`src/design/rau_pkg.sv`:
```
package rau_pkg;

  // Width of the shared datapath; holds every exact intermediate value.
  localparam int DATA_W = 64;
  localparam int WIDTH_DEF = 32;

  // Operation codes of the kind field.
  localparam logic [1:0] KIND_ADD = 2'd0;
  localparam logic [1:0] KIND_SUB = 2'd1;
  localparam logic [1:0] KIND_MUL = 2'd2;
  localparam logic [1:0] KIND_DIV = 2'd3;

  // Result status codes.
  localparam logic [1:0] ST_OK       = 2'd0;
  localparam logic [1:0] ST_ZERO_DEN = 2'd1;
  localparam logic [1:0] ST_DIV_ZERO = 2'd2;
  localparam logic [1:0] ST_OVERFLOW = 2'd3;

  typedef enum logic [4:0] {
    S_IDLE, S_GA, S_DAN, S_DAD, S_GB, S_DBN, S_DBD, S_FIX,
    S_GD, S_QA, S_QB, S_ML, S_MTA, S_MTB, S_COMB,
    S_MRN, S_MRD, S_GR, S_DRN, S_DRD, S_CHK, S_OUT
  } state_t;

  typedef enum logic {
    UOP_GCD,
    UOP_DIV
  } unit_op_t;

  // Command from the sequencer to the shared gcd / divide unit.
  typedef struct packed {
    logic     start;
    unit_op_t op;
    logic     half;
  } unit_cmd_t;

endpackage

```
`src/design/rau_unit.sv`:
```
module rau_unit (
  input  logic                        clk,
  input  logic                        rst,
  input  rau_pkg::unit_cmd_t          cmd,
  input  logic [rau_pkg::DATA_W-1:0]  x,
  input  logic [rau_pkg::DATA_W-1:0]  y,
  output logic                        done,
  output logic [rau_pkg::DATA_W-1:0]  res
);
  import rau_pkg::*;

  localparam int CNT_W = $clog2(DATA_W + 1);
  localparam int SH_W  = $clog2(DATA_W);
  localparam int HALF  = DATA_W / 2;

  logic              busy;
  unit_op_t          op;
  logic [DATA_W-1:0] u;
  logic [DATA_W-1:0] v;
  logic [DATA_W-1:0] rem;
  logic [SH_W-1:0]   k;
  logic [CNT_W-1:0]  cnt;

  logic [DATA_W:0]   trial;
  logic              fits;
  logic [DATA_W-1:0] rem_next;
  logic [DATA_W-1:0] quo_next;

  // One restoring division step; u holds the dividend bits and collects the quotient.
  always_comb begin
    trial    = {rem, u[DATA_W-1]};
    fits     = trial >= {1'b0, v};
    rem_next = fits ? DATA_W'(trial - {1'b0, v}) : trial[DATA_W-1:0];
    quo_next = {u[DATA_W-2:0], fits};
  end

  // Binary gcd or long division, one step per cycle.
  always_ff @(posedge clk) begin
    if (rst) begin
      busy <= 1'b0;
      done <= 1'b0;
    end else begin
      done <= 1'b0;
      if (cmd.start && !busy) begin
        busy <= 1'b1;
        op   <= cmd.op;
        v    <= y;
        k    <= '0;
        rem  <= '0;
        if (cmd.op == UOP_DIV && cmd.half) begin
          u   <= {x[HALF-1:0], {HALF{1'b0}}};
          cnt <= CNT_W'(HALF);
        end else begin
          u   <= x;
          cnt <= CNT_W'(DATA_W);
        end
      end else if (busy) begin
        case (op)
          UOP_GCD: begin
            if (u == '0) begin
              res  <= (v == '0) ? DATA_W'(1) : (v << k);
              busy <= 1'b0;
              done <= 1'b1;
            end else if (v == '0) begin
              res  <= u << k;
              busy <= 1'b0;
              done <= 1'b1;
            end else if (!u[0] && !v[0]) begin
              u <= u >> 1;
              v <= v >> 1;
              k <= k + 1'b1;
            end else if (!u[0]) begin
              u <= u >> 1;
            end else if (!v[0]) begin
              v <= v >> 1;
            end else if (u >= v) begin
              u <= u - v;
            end else begin
              v <= v - u;
            end
          end
          UOP_DIV: begin
            rem <= rem_next;
            u   <= quo_next;
            cnt <= cnt - 1'b1;
            if (cnt == CNT_W'(1)) begin
              res  <= quo_next;
              busy <= 1'b0;
              done <= 1'b1;
            end
          end
          default: begin
            busy <= 1'b0;
          end
        endcase
      end
    end
  end

endmodule

```
`config.mk`:
```
export PLATFORM = sky130hd
export DESIGN_NAME = rau_unit
export DESIGN_NICKNAME = d
export VERILOG_FILES = /design/src/design/rau_pkg.sv /design/src/design/rau_unit.sv
export SDC_FILE = /design/constraint.sdc
export NUM_CORES = 1
export LEC_CHECK = 0
export ABC_CLOCK_PERIOD_IN_PS = 20800
export BUFFER_PORTS_ARGS = -buffer_cell sky130_fd_sc_hd__buf_2
export CAP_MARGIN = 20
export CELL_PAD_IN_SITES_DETAIL_PLACEMENT = 0
export CELL_PAD_IN_SITES_GLOBAL_PLACEMENT = 2
export CORE_ASPECT_RATIO = 1.5
export CORE_UTILIZATION = 30
export DETAILED_ROUTE_END_ITERATION = 10
export PLACE_DENSITY = 0.67
export SYNTH_ARGS = -nofsm -noshare
export SYNTH_HDL_FRONTEND = slang
export SYNTH_SLANG_ARGS = --single-unit
```
`constraint.sdc`:
```
create_clock -name clk -period 20.8 [get_ports clk]
set_input_delay 2.08 -clock clk [delete_from_list [all_inputs] [get_ports clk]]
set_output_delay 2.08 -clock clk [all_outputs]
set_load 0.05 [all_outputs]
```
==> impl_metrics.tcl <==
set metrics [dict create \
    outcome "complete, no violations" \
    grt_pass1_wl_um 254000 \
    dp_hpwl_um 144000 \
    synth_cell_types 94 \
    drv_slew 0 \
    critPathRequiredTime_ps 21090 \
    fin_crit_sh_pct 28.4 \
    cts_setup_buffers 0 \
    yosysMostFrequentCell "nand2_1" \
    worst_ir_drop_vdd_mv 0.0474 \
    clkTransAtPathRegs_ps 80 \
    p_seq_share_pct 28.8 \
    syn_area_per_cell_um2 8.06 \
    fin_tns_setup_ps 0 \
    yosys-top-cells-count "nand2_1 (520), a21oi_1 (405), o21ai_0 (341)" \
    rrSetupSlack_ps 14880 \
    ys.flop_type "edfxtp_1" \
    synth_seq_cells 272 \
    antenna_found_initial 3 \
    end_kind "flip-flop" \
    start_kind "flip-flop" \
    hold_viol_final 0 \
    overflow 0 \
    fin_nets 4353 \
    wl_per_cell_um 33.4 \
    ant_nets 0 \
    total_power_uw 2620 \
    cts_buffer_depth 3 \
    place_area_um2 34500 \
    vias_per_cell 6.18 \
    cts_resized 0 \
    r2r-start "k[0]" \
    gp_congestion 1.03 \
    cts.sinks 272 \
    vias 33786 \
    p_leak_uw 0.0144 \
    cts_hold_buf 0 \
    drc_errors 0 \
    p_comb_share_pct 44.7 \
    synth_top_cell_by_area "edfxtp_1" \
    cp.arrival_ps 6210 \
    hp-start "rem[35]" \
    path_class "flip-flop to flip-flop" \
    initial_utilization_pct 30.3 \
    power_density_nw_per_um2 73.3 \
    switching_share_pct 43.9 \
    synthCells 4030 \
    max_freq_ghz 0.169 \
    die_h_um 405 \
    power_switching_uw 1150 \
    final_core_util_pct 33.4 \
    maxCapViolations 0 \
    track_usage_pct 32.4 \
    worstMarginPinSlew_ps 1200 \
    hp-class "flip-flop to flip-flop" \
    htree_levels 2 \
    finalSetupViolations 0 \
    synth-edff-count 270 \
    rows 147 \
    finish.instance_area_um2 35800 \
    grt_max_degree 144 \
    path_max_fanout 59 \
    yosys.area.top_type_share_pct 25.0 \
    floorplan.die_area_um2 110000 \
    drtIter0Drc 3555 \
    rsz0062_at_grt "no" \
    die_x_um 271 \
    port_buffers 197 \
    coreArea_um2 107000 \
    yosysWarnings 0 \
    grt_pass1_vias 33300 \
    drt_wl_total_um 183000 \
    firstDrtPassIters 8 \
    root_buffer "clkbuf_16" \
    clock_power_share_pct 26.6 \
    cp-startpoint "k[0]" \
    synth.area.top_cells "edfxtp_1 (25%), ha_1 (7.5%), mux4_2 (6.6%), a21oi_1 (6.2%), nand2_1 (6.0%)" \
    final_layout_size_suffix_gt1_share_pct 12.7 \
    insertion_delay_ps 620 \
    syn2layout_area_growth_pct 10.1 \
    slew_headroom_pct 19.4 \
    synth_area_um2 32500 \
    cts_inserted_buffers 37 \
    finClkSkew_ps 41.3 \
    ys_async_sr_fraction_pct 0 \
    internal_power_uw 1470 \
    whs_ps 602 \
    synth_nets 4361 \
    fin_crit_ps 5920 \
    cts_tree "done" \
    ios 198 \
    fillers 11525 \
    seq_area_frac_synth_pct 25.1 \
]
[logic make-up (layout without fill, tap and decap cells)]
kind of cell / count (synthesis) / after routing / share of synthesized area (%)
muxes: 239 / 239 / 11.0
buffers and inverters: 492 / 510 / 6.21
DFF: 272 / 272 / 25.1
other: 0 / 4 / 0
AOI/OAI and AO/OA: 1405 / 1405 / 28.0
xor gates and xnor gates: 183 / 183 / 4.93
and+or+nand+nor: 1241 / 1241 / 17.1
adders and majority gates: 198 / 198 / 7.69
[worst paths after layout]
| check | to | cells after the start |
|---|---|---|
| setup / recovery | res[56] | 14 |
| hold / removal | rem[36] | 2 |
| setup reg to reg | res[56] | 14 |
| hold reg to reg | rem[36] | 2 |
[power by group through the flow]
stage	Combinational (µW)	Sequential [µW]	Clock [µW]
finish	1170	753	697
global route	1250	752	721
CTS	1150	748	710
detailed placement	1140	759	0
global placement	1150	759	0
floorplan	772	711	0
[cell type report]
type	instances	area, µm²	share of cell area (%)
sequential	272	8150	22.8
antenna	4	10.0	0.0280
tap	1415	1770	4.95
clock buffer	45	956	2.67
timing repair buffer	261	1510	4.21
multi-input combinational	3266	22400	62.7
inverter	184	693	1.94
clock inverter	20	264	0.738
[flip-flops by register name, summed over array words and instances (netlist names)]
register,cells
busy,1
cnt,7
done,1
k,6
op,1
rem,64
res,64
u,64
v,64
[critical path, cell delays in order (launching register included)]
cell       delay, ps
edfxtp_1         840
buf_4            750
buf_4            480
buf_4            810
o21ai_0          250
o21ai_0          530
nor2_1            90
a21oi_1          260
nor2_1            70
a31oi_1          270
mux2i_1          210
a2111oi_1        490
clkbuf_2         250
buf_4            120
a21oi_1           60
[routing by layer]
metal / part of all wire, % / up-vias / track usage [%]
met4: 8.1 / 2 / 22.4
li1: - / 14955 / -
met2: 47 / 1685 / 54.3
met5: 0.0038 / - / 0
met1: 39 / 16707 / 38.6
met3: 5.9 / 437 / 4.02
[through the flow]
| stage | cells | worst slack (ps) |
|---|---|---|
| 6_report | 5467 | 14880 |
| 5_1_grt | 5463 | 14440 |
| 4_1_cts | 5459 | 14580 |
| 3_5_place_dp | 5394 | 14600 |
| 3_3_place_gp | 5391 | 14660 |
| 2_1_floorplan | 4030 | 12750 |
[placed cells by master, fill, tap and decap left out, drive strengths merged, types with 48 or more instances in the layout]
cell    instances
a211oi         60
a21o          102
a21oi         408
buf           258
clkbuf         48
edfxtp        270
ha            195
inv           186
mux2i         137
mux4           95
nand2         520
nand4          57
nor2          333
nor3           79
o21ai         383
o21bai         57
xnor2         121
xor2           62
Power figures use the tool's default switching activity.
